==> src/design/ptt_pkg.sv <==
// Package for the periodic timer table: channel item types, operation codes
// and sequencer states. Used by the top level; depends on nothing.
package ptt_pkg;

  localparam int unsigned ID_W = 5;
  localparam int unsigned CAP_W = 5;
  localparam logic [CAP_W-1:0] CAP_RESET = 5'd16;

  localparam logic [1:0] MODE_TICK = 2'd0;
  localparam logic [1:0] MODE_ADD  = 2'd1;
  localparam logic [1:0] MODE_DEL  = 2'd2;

  localparam logic STATUS_OK  = 1'b0;
  localparam logic STATUS_ERR = 1'b1;

  typedef struct packed {
    logic [1:0]  mode;
    logic [15:0] period;
    logic [4:0]  del_id;
  } cmd_t;

  typedef struct packed {
    logic            status;
    logic [ID_W-1:0] id_out;
    logic            fired;
    logic            last;
  } rsp_t;

  typedef enum logic [2:0] {
    ST_IDLE,
    ST_TICK_RD,
    ST_TICK_CALC,
    ST_TICK_END,
    ST_ADD_SCAN,
    ST_RESP
  } state_t;

endpackage

==> src/design/ptt_ram.sv <==
// Generic single-write, single-read RAM with a registered read port.
// Holds the period and elapsed count of each timer slot; no dependencies.
module ptt_ram #(
  parameter int unsigned WIDTH = 32,
  parameter int unsigned DEPTH = 16
) (
  input  logic                                         clk,
  input  logic                                         we,
  input  logic [((DEPTH > 1) ? $clog2(DEPTH) : 1)-1:0] waddr,
  input  logic [WIDTH-1:0]                             wdata,
  input  logic [((DEPTH > 1) ? $clog2(DEPTH) : 1)-1:0] raddr,
  output logic [WIDTH-1:0]                             rdata
);

  logic [WIDTH-1:0] mem [DEPTH];

  always_ff @(posedge clk) begin
    if (we) begin
      mem[waddr] <= wdata;
    end
    rdata <= mem[raddr];
  end

endmodule

==> src/design/ptt_step.sv <==
// Shared update unit: advances one timer's elapsed count and decides whether
// it expires. Used by the tick sweep of the top level; no package needed.
module ptt_step #(
  parameter int unsigned PW = 16
) (
  input  logic [PW-1:0] elapsed,
  input  logic [PW-1:0] period,
  output logic          fire,
  output logic [PW-1:0] elapsed_next
);

  logic [PW-1:0] elapsed_inc;

  // The count wraps at the period width, as the stored field does.
  assign elapsed_inc  = elapsed + PW'(1);
  assign fire         = (elapsed_inc >= period);
  assign elapsed_next = fire ? '0 : elapsed_inc;

endmodule

==> src/design/periodic_timer_table.sv <==
// Top level of the periodic timer table: sequencer, slot valid bits and
// output register. Depends on ptt_pkg, ptt_ram and ptt_step.
//
// Usage. Commands arrive on cmd (valid/ready): tick, add or delete. Each
// command gives one or more items on rsp (valid/ready), the final one
// marked by last. An add answers with the lowest free id or an error; a
// delete answers ok or error; a tick answers with one item per expired
// timer in ascending id order, or a single quiet item when none expires.
// cfg (valid/ready, always ready) writes the capacity register.
// Sequencing: one command at a time. A delete or rejected add answers from
// ST_RESP; an accepted add scans the valid bits one slot a cycle from the
// lowest id. A tick sweeps every slot through the one update unit and the
// slot RAM: a free slot is passed over in ST_TICK_RD, an active one is read
// there and updated in ST_TICK_CALC, since the RAM read is registered;
// ST_TICK_END then closes the sweep.
// A new command is taken as soon as the previous one has handed its last
// item to the output register, even while that item waits to be taken.
// When rsp stalls the sweep holds until the output register frees.
// Reset clears all slots, the active count and the output valid flag, and
// sets capacity to 16; no clearing pass is needed.
module periodic_timer_table
  import ptt_pkg::*;
#(
  parameter int unsigned MAX_TIMERS  = 16,
  parameter int unsigned PERIOD_BITS = 16
) (
  input  logic             clk,
  input  logic             rst,
  input  logic             cmd_valid,
  output logic             cmd_ready,
  input  cmd_t             cmd,
  output logic             rsp_valid,
  input  logic             rsp_ready,
  output rsp_t             rsp,
  input  logic             cfg_valid,
  output logic             cfg_ready,
  input  logic [CAP_W-1:0] cfg_data
);

  localparam int unsigned IDX_W = (MAX_TIMERS > 1) ? $clog2(MAX_TIMERS) : 1;
  localparam int unsigned CNT_W = $clog2(MAX_TIMERS + 1);
  localparam int unsigned PW    = PERIOD_BITS;
  localparam logic [IDX_W-1:0] IDX_LAST = IDX_W'(MAX_TIMERS - 1);

  state_t                 state, state_next;
  logic [IDX_W-1:0]       idx, idx_next;
  logic [MAX_TIMERS-1:0]  slot_valid, slot_valid_next;
  logic [CNT_W-1:0]       active_count, active_count_next;
  logic [CAP_W-1:0]       capacity;
  logic [PW-1:0]          add_period, add_period_next;
  logic                   pend_valid, pend_valid_next;
  logic [ID_W-1:0]        pend_id, pend_id_next;
  rsp_t                   resp, resp_next;
  rsp_t                   rsp_next;
  logic                   rsp_valid_next;
  logic                   push;

  logic                   ram_we;
  logic [2*PW-1:0]        ram_wdata, ram_rdata;
  logic [PW-1:0]          rd_period, rd_elapsed, elapsed_next;
  logic                   fire;

  logic [PW-1:0]          cmd_period;
  logic [IDX_W-1:0]       del_idx;
  logic                   del_hit;
  logic                   can_push;
  logic [ID_W-1:0]        idx_id;

  ptt_ram #(
    .WIDTH (2 * PW),
    .DEPTH (MAX_TIMERS)
  ) u_ram (
    .clk   (clk),
    .we    (ram_we),
    .waddr (idx),
    .wdata (ram_wdata),
    .raddr (idx),
    .rdata (ram_rdata)
  );

  assign rd_period  = ram_rdata[2*PW-1:PW];
  assign rd_elapsed = ram_rdata[PW-1:0];

  ptt_step #(
    .PW (PW)
  ) u_step (
    .elapsed      (rd_elapsed),
    .period       (rd_period),
    .fire         (fire),
    .elapsed_next (elapsed_next)
  );

  assign cmd_ready  = (state == ST_IDLE);
  assign cfg_ready  = 1'b1;
  assign can_push   = !rsp_valid || rsp_ready;
  assign cmd_period = PW'(cmd.period);
  assign del_idx    = IDX_W'(5'(cmd.del_id - 5'd1));
  assign del_hit    = (cmd.del_id != '0) && (32'(cmd.del_id) <= MAX_TIMERS)
                      && slot_valid[del_idx];
  assign idx_id     = ID_W'(32'(idx) + 1);

  always_comb begin
    state_next        = state;
    idx_next          = idx;
    slot_valid_next   = slot_valid;
    active_count_next = active_count;
    add_period_next   = add_period;
    pend_valid_next   = pend_valid;
    pend_id_next      = pend_id;
    resp_next         = resp;
    push              = 1'b0;
    rsp_next          = rsp;
    ram_we            = 1'b0;
    ram_wdata         = {rd_period, elapsed_next};

    unique case (state)
      ST_IDLE: begin
        if (cmd_valid) begin
          idx_next  = '0;
          resp_next = '{status: STATUS_ERR, id_out: '0, fired: 1'b0, last: 1'b1};
          case (cmd.mode)
            MODE_TICK: begin
              pend_valid_next = 1'b0;
              state_next      = ST_TICK_RD;
            end
            MODE_ADD: begin
              add_period_next = cmd_period;
              if (cmd_period == '0 || 32'(active_count) >= 32'(capacity)) begin
                state_next = ST_RESP;
              end else begin
                state_next = ST_ADD_SCAN;
              end
            end
            MODE_DEL: begin
              if (del_hit) begin
                slot_valid_next[del_idx] = 1'b0;
                if (active_count != '0) begin
                  active_count_next = active_count - CNT_W'(1);
                end
                resp_next.status = STATUS_OK;
              end
              state_next = ST_RESP;
            end
            default: begin
              state_next = ST_RESP;
            end
          endcase
        end
      end

      ST_TICK_RD: begin
        // The read address is idx, so the slot's entry is ready next cycle.
        if (slot_valid[idx]) begin
          state_next = ST_TICK_CALC;
        end else if (idx == IDX_LAST) begin
          state_next = ST_TICK_END;
        end else begin
          idx_next = idx + IDX_W'(1);
        end
      end

      ST_TICK_CALC: begin
        // A held expiry is only released once a later one proves it is not last.
        if (!(fire && pend_valid && !can_push)) begin
          ram_we = 1'b1;
          if (fire) begin
            if (pend_valid) begin
              push     = 1'b1;
              rsp_next = '{status: STATUS_OK, id_out: pend_id, fired: 1'b1, last: 1'b0};
            end
            pend_valid_next = 1'b1;
            pend_id_next    = idx_id;
          end
          if (idx == IDX_LAST) begin
            state_next = ST_TICK_END;
          end else begin
            idx_next   = idx + IDX_W'(1);
            state_next = ST_TICK_RD;
          end
        end
      end

      ST_TICK_END: begin
        if (can_push) begin
          push = 1'b1;
          if (pend_valid) begin
            rsp_next = '{status: STATUS_OK, id_out: pend_id, fired: 1'b1, last: 1'b1};
          end else begin
            rsp_next = '{status: STATUS_OK, id_out: '0, fired: 1'b0, last: 1'b1};
          end
          state_next = ST_IDLE;
        end
      end

      ST_ADD_SCAN: begin
        if (!slot_valid[idx]) begin
          ram_we               = 1'b1;
          ram_wdata            = {add_period, PW'(0)};
          slot_valid_next[idx] = 1'b1;
          active_count_next    = active_count + CNT_W'(1);
          resp_next            = '{status: STATUS_OK, id_out: idx_id, fired: 1'b0,
                                   last: 1'b1};
          state_next           = ST_RESP;
        end else if (idx == IDX_LAST) begin
          state_next = ST_RESP;
        end else begin
          idx_next = idx + IDX_W'(1);
        end
      end

      ST_RESP: begin
        if (can_push) begin
          push       = 1'b1;
          rsp_next   = resp;
          state_next = ST_IDLE;
        end
      end

      default: begin
        state_next = ST_IDLE;
      end
    endcase

    if (push) begin
      rsp_valid_next = 1'b1;
    end else if (rsp_ready) begin
      rsp_valid_next = 1'b0;
    end else begin
      rsp_valid_next = rsp_valid;
    end
  end

  always_ff @(posedge clk) begin
    if (rst) begin
      state        <= ST_IDLE;
      slot_valid   <= '0;
      active_count <= '0;
      capacity     <= CAP_RESET;
      pend_valid   <= 1'b0;
      rsp_valid    <= 1'b0;
    end else begin
      state        <= state_next;
      slot_valid   <= slot_valid_next;
      active_count <= active_count_next;
      pend_valid   <= pend_valid_next;
      rsp_valid    <= rsp_valid_next;
      if (cfg_valid && cfg_ready) begin
        capacity <= cfg_data;
      end
    end
  end

  always_ff @(posedge clk) begin
    idx        <= idx_next;
    add_period <= add_period_next;
    pend_id    <= pend_id_next;
    resp       <= resp_next;
    rsp        <= rsp_next;
  end

  // The count of active timers always agrees with the valid bits.
  assert property (@(posedge clk) disable iff (rst)
    32'(active_count) == 32'($countones(slot_valid)))
    else $error("active count disagrees with slot valid bits");

  // An item is never loaded over one that has not been taken.
  assert property (@(posedge clk) disable iff (rst)
    push |-> (!rsp_valid || rsp_ready))
    else $error("output item overwritten before it was taken");

  // Only zero-free periods reach the slot scan.
  assert property (@(posedge clk) disable iff (rst)
    (state == ST_ADD_SCAN) |-> (add_period != '0))
    else $error("slot scan started with a zero period");

  // An expiry item always reports success.
  assert property (@(posedge clk) disable iff (rst)
    (rsp_valid && rsp.fired) |-> (rsp.status == STATUS_OK && rsp.id_out != '0))
    else $error("expiry item with error status or no id");

  assert property (@(posedge clk) rst |=> !rsp_valid)
    else $error("output valid after reset");

endmodule

==> config.mk <==
export PLATFORM = sky130hd
export DESIGN_NAME = periodic_timer_table
export DESIGN_NICKNAME = d
export VERILOG_FILES = /design/src/design/ptt_pkg.sv /design/src/design/ptt_ram.sv /design/src/design/ptt_step.sv /design/src/design/periodic_timer_table.sv
export SDC_FILE = /design/constraint.sdc
export NUM_CORES = 1
export LEC_CHECK = 0
export BUFFER_PORTS_ARGS = -buffer_cell sky130_fd_sc_hd__buf_2
export CAP_MARGIN = 40
export CORE_MARGIN = 2
export CORE_UTILIZATION = 62
export DETAILED_ROUTE_END_ITERATION = 10
export PLACE_DENSITY_LB_ADDON = 0.25
export SYNTH_ARGS = -nofsm -noshare
export SYNTH_HDL_FRONTEND = slang
export SYNTH_SLANG_ARGS = --single-unit
==> constraint.sdc <==
create_clock -name clk -period 5.16 [get_ports clk]
set_clock_uncertainty 0.05 [all_clocks]
set_input_delay 1.032 -clock clk [delete_from_list [all_inputs] [get_ports clk]]
set_output_delay 1.032 -clock clk [all_outputs]
set_load 0.1 [all_outputs]
==> results of run 1 <==
registers in the layout, summed over array words and instances, names as in the netlist, 3 cells and up:
signal        cells
pend_id           5
state             3
add_period       16
slot_valid       16
rsp               8
u_ram.mem       512
active_count      5
idx               4
resp              6
capacity          5
u_ram.rdata      32
power by group:
part           internal [mW]  total (mW)  switching (mW)  leakage, nW
logic                   2.08        5.36            3.27         2.63
clock network           2.43        4.23            1.80        0.920
registers               7.08        7.44           0.363         5.53
total                   11.6        17.0            5.44         9.08
cells by family (layout without fill, tap and decap cells):
| group | Yosys count | in the layout | synth area share [%] |
|---|---|---|---|
| adder cells (fa/ha/maj) | 34 | 34 | 1.76 |
| other | 1 | 1 | 0.0153 |
| multiplexers | 197 | 197 | 16.6 |
| buffers and inverters | 99 | 223 | 1.60 |
| AND/OR/NAND/NOR | 176 | 176 | 3.71 |
| XOR/XNOR | 22 | 22 | 0.785 |
| flip-flops | 614 | 614 | 72.6 |
| AO/OA/AOI/OAI | 111 | 111 | 2.95 |
final timing paths:
check | from | end | slack (ps) | cells past startpoint
worst max-delay path | u_ram.rdata[2] | u_ram.mem[4][24] | 490 | 14
worst min-delay path | capacity[3] | capacity[3] | 450 | 2
worst min register to register | capacity[3] | capacity[3] | 450 | 2
worst max register to register | u_ram.rdata[2] | u_ram.mem[4][24] | 490 | 14
area by class of cell:
| class | instances | area share [%] |
|---|---|---|
| flip-flops and latches | 614 | 64.6 |
| multi-input cells | 541 | 23.2 |
| clock buffers | 76 | 5.80 |
| repair buffers | 77 | 2.40 |
| well taps | 518 | 2.35 |
| clock inverters | 32 | 1.10 |
| inverters | 38 | 0.518 |
synthesized netlist by cell type (all sizes together) (7+ instances only):
cell and count:
buf 23, o21ai 19, a21o 10, nand3 19, nand2 29, a21oi 38
and2 16, edfxtp 551, mux4 166, xnor2 17, dfxtp 63, o22ai 7
ha 33, mux2i 13, and3 23, mux2 18, clkbuf 38, nand2b 12
nor2b 7, nor2 42, inv 38, a311oi 12
tightest hold or removal path: stages, from the launching register on:
cell,delay [ps]
dfxtp_1,330
mux2i_1,60
nor2_1,80
stage by stage:
stage               setup WS [ps]  power, mW
finish                        493       17.0
global route                  292       17.8
CTS                           546       17.1
detailed placement            613       12.9
global placement              738       12.7
floorplan                     454       11.1
layer usage:
metal | routed length (microns) | GRT usage [%] | up-vias
met1 | 21400 | 37.9 | 6455
met5 | 0 | 0 | -
met4 | 1330 | 8.26 | 0
li1 | - | - | 5280
met2 | 25700 | 42.4 | 529
met3 | 4100 | 5.33 | 83
cell usage in the layout, fill, tap and decap left out, types with 19 or more instances in the layout:
master / netlist / final
o21ai_0: 19 / 19
nand3_1: 19 / 19
nor2_1: 42 / 39
ha_1: 33 / 33
nand2_1: 28 / 28
a21oi_1: 38 / 36
dfxtp_1: 63 / 63
clkbuf_16: 0 / 58
mux4_2: 166 / 166
inv_1: 37 / 37
edfxtp_1: 551 / 551
buf_2: 4 / 42
buf_4: 2 / 20
==> impl_metrics.tcl, run 1 <==
set metrics [dict create \
    ys_warn_count 0 \
    crit_fanout 17 \
    critPathRequiredTime_ps 5470 \
    hpwl_microns 31600 \
    placed_cells 1787 \
    drtPass1Iterations 5 \
    nNetsFinal 1397 \
    whs_ps 450 \
    first_global_vias 12800 \
    setup_viol 0 \
    criticalPathCategory "register to register" \
    drive_gt1_share_pct 26.7 \
    hold_viol_final 0 \
    ys_ff_latch 614 \
    cts_resized 0 \
    yosysSeqAreaShare_pct 72.6 \
    synthArstFlopShare_pct 0 \
    via_per_inst 6.51 \
    drt_iter0_markers 1511 \
    postCtsSetupRepairBufs 0 \
    via_count 12300 \
    fill_cells 2291 \
    detail-route-antenna-nets 0 \
    start_util_pct 63.2 \
    tightest_slew_ps 902 \
    wl_per_cell_microns 27.7 \
    final_cells 1896 \
    numClockSinks 614 \
    cts_max_path_buffers 3 \
    clk_pin_slew_ps 60 \
    ys_types 55 \
    placed_area_sq_um 25700 \
    insertedDiodeCount 0 \
    core_area_sq_um 38800 \
    max-vdd-ir-drop_v 0.000458 \
    synthCells 1254 \
    insertion_delay_ps 630 \
    syn_avg_cell_area_sq_um 19.6 \
    rsz0062_at_grt "false" \
    yosys.area.top_type "edfxtp_1" \
    synthesis.nets 1321 \
    root_buffer "clkbuf_16" \
    seq_area_sq_um 17800 \
    outcome "completed" \
    htreeDepth 2 \
    num_io_pins 44 \
    cts_tree "yes" \
    synth-edff-count 551 \
    grt_start_max_net_pins 60 \
    synth_top_cell_area_share_pct 67.4 \
    grt_first_pass_wirelength_microns 79800 \
    row_count 72 \
    relSlewSlack_pct 39.3 \
    stdcell_area_sq_um 27600 \
    cp_slowest_stage_delay_ps 530 \
    slowest_stage "or4_1" \
    synthesis.area_sq_um 24500 \
    max_cap_viol_count 0 \
    fp.dieW_microns 203 \
    fmax_mhz 214 \
    multi_input_area_sq_um 6400 \
    synthTopCellsByArea "edfxtp_1 (67%), mux4_2 (15%), dfxtp_1 (5.1%)" \
    power_density_nw_per_um2 618 \
    drt_wl_total_microns 52500 \
    tns_ps 0 \
    synth-main-ff-cell "edfxtp_1" \
    period_needed_ps 4670 \
    start_kind "register" \
    drc 0 \
    routabilityCongestion 0.890 \
    final_util_pct 71.0 \
    fp.dieH_microns 203 \
    worstPathCellList "and4_1 -> and3_1 -> nand3_1 -> or4_1 -> xnor2_1 -> ha_1 -> nand4_1 -> nor4_1 -> a31oi_1 -> o211ai_1 -> a21o_1 -> nand2_1 -> and3_2 -> buf_12" \
    post-route-period-util_pct 90.5 \
    cp.arrival_ps 4980 \
    grt_antenna_before_repair 2 \
    gr-total-overflow 0 \
    critPathBufInv 1 \
    critPathTopFamily "simple AND/OR/NAND/NOR gates" \
    cts.hold.buffers_added 0 \
    grt_usage_pct 26.6 \
    syn2layout_area_growth_pct 12.3 \
    hold_path.class "register to register" \
    die_area_sq_um 41200 \
    p_leak_nw 9.08 \
    drv_slew 0 \
    port-buffer-count 42 \
    end_kind "register" \
    numCtsBuffers 58 \
]
Power figures use the tool's default switching activity.
==> run 2: changes to the inputs <==
--- a/config.mk
+++ b/config.mk
@@ -8,7 +8,7 @@
 export BUFFER_PORTS_ARGS = -buffer_cell sky130_fd_sc_hd__buf_2
 export CAP_MARGIN = 40
 export CORE_MARGIN = 2
-export CORE_UTILIZATION = 62
+export CORE_UTILIZATION = 67
 export DETAILED_ROUTE_END_ITERATION = 10
 export PLACE_DENSITY_LB_ADDON = 0.25
 export SYNTH_ARGS = -nofsm -noshare
==> constraint.sdc (replaced) <==
create_clock -name clk -period 5.4 [get_ports clk]
set_clock_uncertainty 0.05 [all_clocks]
set_input_delay 1.08 -clock clk [delete_from_list [all_inputs] [get_ports clk]]
set_output_delay 1.08 -clock clk [all_outputs]
set_load 0.1 [all_outputs]
==> run 2 against run 1 <==
Compared with the run above:
- sequential cell count unchanged
- worst setup slack better by 230 ps
- highest routed layer unchanged
- fmax fell by 0.16%
- total power decreased by 4.3%
- first-iteration DRC count decreased by 4.6%
- clock power fell by 6.9%
- final cell count fell by 3.0%
- non-clock buffer count fell by 1
- critical endpoint is now u_ram.mem[3][12]
- largest cell class unchanged
==> impl_metrics.tcl, run 2 (synthesized netlist as in run 1, its figures left out) <==
set metrics [dict create \
    largest_register "u_ram.mem" \
    postCtsSetupRepairBufs 0 \
    reg2reg_to "u_ram.mem[3][12]" \
    critPathRequiredTime_ps 5640 \
    cts_max_path_buffers 3 \
    critPathTopFamily "simple AND/OR/NAND/NOR gates" \
    place_ws_ps 819 \
    drtPass1Iterations 5 \
    drt_wl_total_microns 54800 \
    swShare_pct 32.8 \
    whs_ps 438 \
    drv_slew 0 \
    grt_start_max_net_pins 118 \
    critPathBufInv 1 \
    relSlewSlack_pct 34.2 \
    start_util_pct 67.5 \
    syn2layout_area_growth_pct 11.7 \
    cp_slowest_stage_delay_ps 800 \
    port-buffer-count 42 \
    drc 0 \
    cts_resized 0 \
    outcome "completed" \
    detail-route-antenna-nets 0 \
    tightest_slew_ps 984 \
    final_cells 1840 \
    end_kind "register" \
    max-vdd-ir-drop_v 0.000430 \
    fill_cells 1928 \
    criticalPathCategory "register to register" \
    grt_usage_pct 29.7 \
    max_cap_viol_count 0 \
    via_per_inst 6.82 \
    seq_power_share_pct 43.4 \
    insertion_delay_ps 640 \
    hold_path.class "register to register" \
    largestRegisters "u_ram.mem x512, u_ram.rdata x32" \
    hpwl_microns 32200 \
    hold_viol_final 0 \
    core_area_sq_um 36300 \
    htreeDepth 2 \
    placed_area_sq_um 25600 \
    worstPathCellList "and4_1 -> and3_1 -> nand3_1 -> or4_1 -> xnor2_1 -> ha_1 -> nand4_1 -> nor4_1 -> a31oi_1 -> o211ai_1 -> inv_1 -> nand2_1 -> nor2b_1" \
    fmax_mhz 214 \
    fin_ws_ps 725 \
    num_io_pins 44 \
    intPower_mw 10.9 \
    row_count 70 \
    placed_cells 1736 \
    clk_pin_slew_ps 70 \
    tns_ps 0 \
    stdcell_area_sq_um 27400 \
    rsz0062_at_grt "false" \
    r2r_start "u_ram.rdata[2]" \
    final_common_cell "edfxtp_1" \
    via_count 12500 \
    root_buffer "clkbuf_16" \
    die_area_sq_um 38200 \
    cp.arrival_ps 4910 \
    mostFrequentLayoutCells "edfxtp_1 (551), mux4_2 (166), dfxtp_1 (63)" \
    drive_gt1_share_pct 26.2 \
    power_density_nw_per_um2 595 \
    routabilityCongestion 0.910 \
    clkPwrFrac_pct 24.2 \
    largest_reg_flops 512 \
    switchingPower_mw 5.35 \
    rrSetupSlack_ps 720 \
    cts.hold.buffers_added 0 \
    period_needed_ps 4680 \
    crit_fanout 16 \
    crit_path_end "u_ram.mem[3][12]" \
    slowest_stage "nor2b_1" \
    start_kind "register" \
    cts_tree "yes" \
    fp.dieH_microns 195 \
    first_global_vias 12900 \
    setup_viol 0 \
    nNetsFinal 1395 \
    crit_path_start "u_ram.rdata[2]" \
    post-route-period-util_pct 86.6 \
    drt_iter0_markers 1442 \
    grt_antenna_before_repair 1 \
    combPwrFrac_pct 32.4 \
    fp.dieW_microns 195 \
    numClockSinks 614 \
    numCtsBuffers 57 \
    grt_first_pass_wirelength_microns 81400 \
    wl_per_cell_microns 29.8 \
    gr-total-overflow 0 \
    reg2reg_depth 13 \
    cp_num_cells 13 \
    p_leak_nw 9.04 \
]
## run 2: metal layers
layer	share of wire (%)	vias to the layer above	wire [microns]	track usage [%]
met5	0	-	0	0
met4	3.2	0	1730	10.5
met3	9.8	120	5390	6.91
met2	49	715	26700	47.1
met1	38	6444	20900	41.6
li1	-	5262	-	-
## run 2: per-stage QoR
step	utilization (%)	power, mW
2_1_floorplan	-	10.6
3_3_place_gp	70.2	12.1
3_5_place_dp	70.4	12.3
4_1_cts	75.4	16.3
5_1_grt	75.4	16.9
6_report	75.4	16.3
## run 2: worst min path at each step
stage,from,end,slack (ps),cells after the start
CTS,capacity[3],capacity[3],450,2
global route,capacity[2],capacity[2],480,2
detailed placement,capacity[3],capacity[3],430,2
finish,capacity[3],capacity[3],440,2
floorplan,capacity[1],capacity[1],410,2
global placement,capacity[3],capacity[3],430,2
## run 2: tightest hold or removal path, cell delays in order (launching register included)
cell and delay [ps]:
dfxtp_1 320, mux2i_1 60, nor2_1 70
## run 2: final cells by class
type	instances	area [sq um]	area share, %
antenna	1	2.50	0.00913
clock buffer	74	1540	5.62
clock inverter	28	283	1.03
inverter	38	143	0.520
multi-input combinational	541	6400	23.3
sequential	614	17800	65.0
tap	468	586	2.14
timing repair buffer	76	647	2.36
## run 2: power by group through the flow
stage / combinational (mW) / sequential [mW] / clock, mW
after detailed placement: 5.16 / 7.15 / 0
after floorplan: 3.57 / 7.08 / 0
after global routing: 5.66 / 7.12 / 4.14
after global placement: 4.99 / 7.14 / 0
final: 5.28 / 7.08 / 3.94
after CTS: 5.25 / 7.07 / 3.98
==> run 3: changes to the inputs <==
--- a/config.mk
+++ b/config.mk
@@ -8,8 +8,9 @@
 export BUFFER_PORTS_ARGS = -buffer_cell sky130_fd_sc_hd__buf_2
 export CAP_MARGIN = 40
 export CORE_MARGIN = 2
-export CORE_UTILIZATION = 67
+export CORE_UTILIZATION = 60
 export DETAILED_ROUTE_END_ITERATION = 10
+export GPL_TIMING_DRIVEN = 0
 export PLACE_DENSITY_LB_ADDON = 0.25
 export SYNTH_ARGS = -nofsm -noshare
 export SYNTH_HDL_FRONTEND = slang
==> run 3 against run 2 <==
Compared with the run above:
- clock power grew 6.9%
- core utilization shrank 5.7 points
- worst setup slack lost 360 ps
- worst hold slack gained 6.4 ps
- cell area grew 3.2%
- die area grew 11%
- non-clock buffer count grew 71
- combinational power grew 6.6%
- sequential cell count is the same
- sequential share of layout area shrank 2.0 points
- final cell count grew 7.6%
- first-iteration DRC count grew 31%
- critical endpoint is now u_ram.mem[8][5]
- largest cell class unchanged
- highest routed layer unchanged
==> impl_metrics.tcl, run 3 (synthesized netlist as in run 1, its figures left out) <==
set metrics [dict create \
    outcome "completed" \
    numClockSinks 614 \
    intPower_mw 11.4 \
    cp.arrival_ps 5290 \
    insertedDiodeCount 0 \
    fp.dieH_microns 206 \
    numCtsBuffers 58 \
    largestRegisters "u_ram.mem x512, u_ram.rdata x32" \
    min_path_cells 2 \
    cts.hold.buffers_added 0 \
    setup_viol 0 \
    whs_ps 444 \
    clk_pin_slew_ps 60 \
    final_util_pct 69.7 \
    drv_slew 0 \
    core_area_sq_um 40600 \
    final_common_cell "edfxtp_1" \
    relSlewSlack_pct 37.3 \
    seq_power_share_pct 41.7 \
    grt_start_max_net_pins 22 \
    combPwrFrac_pct 33.4 \
    fmax_mhz 199 \
    max_cap_viol_count 0 \
    row_count 74 \
    crit_fanout 20 \
    post-route-period-util_pct 93.3 \
    cts_max_path_buffers 3 \
    drt_iter0_markers 1888 \
    criticalPathCategory "register to register" \
    rsz0062_at_grt "false" \
    switchingPower_mw 5.45 \
    detail-route-antenna-nets 0 \
    tightest_slew_ps 941 \
    placed_cells 1872 \
    clkPwrFrac_pct 25.0 \
    hpwl_microns 37400 \
    gr-total-overflow 0 \
    final_cells 1980 \
    max-vdd-ir-drop_v 0.000327 \
    syn2layout_area_growth_pct 15.3 \
    drive_gt1_share_pct 26.8 \
    via_count 13200 \
    root_buffer "clkbuf_16" \
    grt_antenna_before_repair 0 \
    grt_first_pass_wirelength_microns 85600 \
    first_global_vias 13100 \
    tns_ps 0 \
    hold_path.class "register to register" \
    die_area_sq_um 42500 \
    postCtsSetupRepairBufs 0 \
    p_leak_nw 9.36 \
    largest_reg_flops 512 \
    drtPass1Iterations 6 \
    cts_resized 0 \
    critPathRequiredTime_ps 5660 \
    nNetsFinal 1467 \
    period_needed_ps 5040 \
    cts_tree "yes" \
    start_kind "register" \
    htreeDepth 2 \
    start_util_pct 60.5 \
    num_io_pins 44 \
    via_per_inst 6.65 \
    end_kind "register" \
    drt_wl_total_microns 58200 \
    fill_cells 2441 \
    hold_viol_final 0 \
    largest_register "u_ram.mem" \
    insertion_delay_ps 630 \
    reg2reg_depth 15 \
    port-buffer-count 40 \
    finalPower_mw 16.9 \
    grt_usage_pct 28.5 \
    wl_per_cell_microns 29.4 \
    power_density_nw_per_um2 596 \
    fp.dieW_microns 206 \
    mostFrequentLayoutCells "edfxtp_1 (551), mux4_2 (166), dfxtp_1 (63)" \
    drc 0 \
    routabilityCongestion 0.879 \
    swShare_pct 32.3 \
]
## run 3: power by group through the flow
stage / registers, mW / logic [mW] / clock network [mW]
3_5_place_dp: 7.11 / 5.53 / 0
2_1_floorplan: 7.08 / 3.57 / 0
3_3_place_gp: 7.11 / 5.04 / 0
6_report: 7.03 / 5.63 / 4.21
4_1_cts: 7.02 / 5.60 / 4.25
5_1_grt: 7.06 / 6.01 / 4.42
## run 3: per-layer routing
layer	vias up	GRT usage, %	part of all wire [%]
met5	-	0	0
met2	760	45.7	50
met1	6844	40.7	39
met4	0	8.93	2.7
met3	138	5.01	8.8
li1	5416	-	-
## run 3: final cells by class
type | count | area, sq um | area share (%)
inverters | 38 | 143 | 0.504
plain buffers | 61 | 249 | 0.880
repair buffers | 86 | 1030 | 3.63
clock buffers | 71 | 1560 | 5.52
flip-flops and latches | 614 | 17800 | 63.0
clock inverters | 37 | 429 | 1.52
well taps | 532 | 666 | 2.35
multi-input cells | 541 | 6400 | 22.6
## run 3: worst paths after layout
kind / from / endpoint / slack (ps)
worst max-delay path: u_ram.rdata[2] / u_ram.mem[8][5] / 360
worst min-delay path: capacity[3] / capacity[3] / 440
worst max register to register: u_ram.rdata[2] / u_ram.mem[8][5] / 360
worst min register to register: capacity[3] / capacity[3] / 440
## run 3: through the flow
stage	setup WS (ps)	cell area (sq um)
floorplan	694	24500
global placement	-1910	25400
detailed placement	549	26300
CTS	502	28300
global route	259	28300
finish	364	28300
## run 3: critical path: stages (launching register included)
cell and delay (ps):
dfxtp_1 430, and4_1 270, and3_1 270, nand3_1 120, nor2_1 200, nand3_1 110
xnor2_1 340, ha_1 320, a21o_1 180, a21o_1 170, a22oi_1 150, o211ai_1 400
a21o_1 420, a21oi_1 300, and2_2 740, buf_16 230
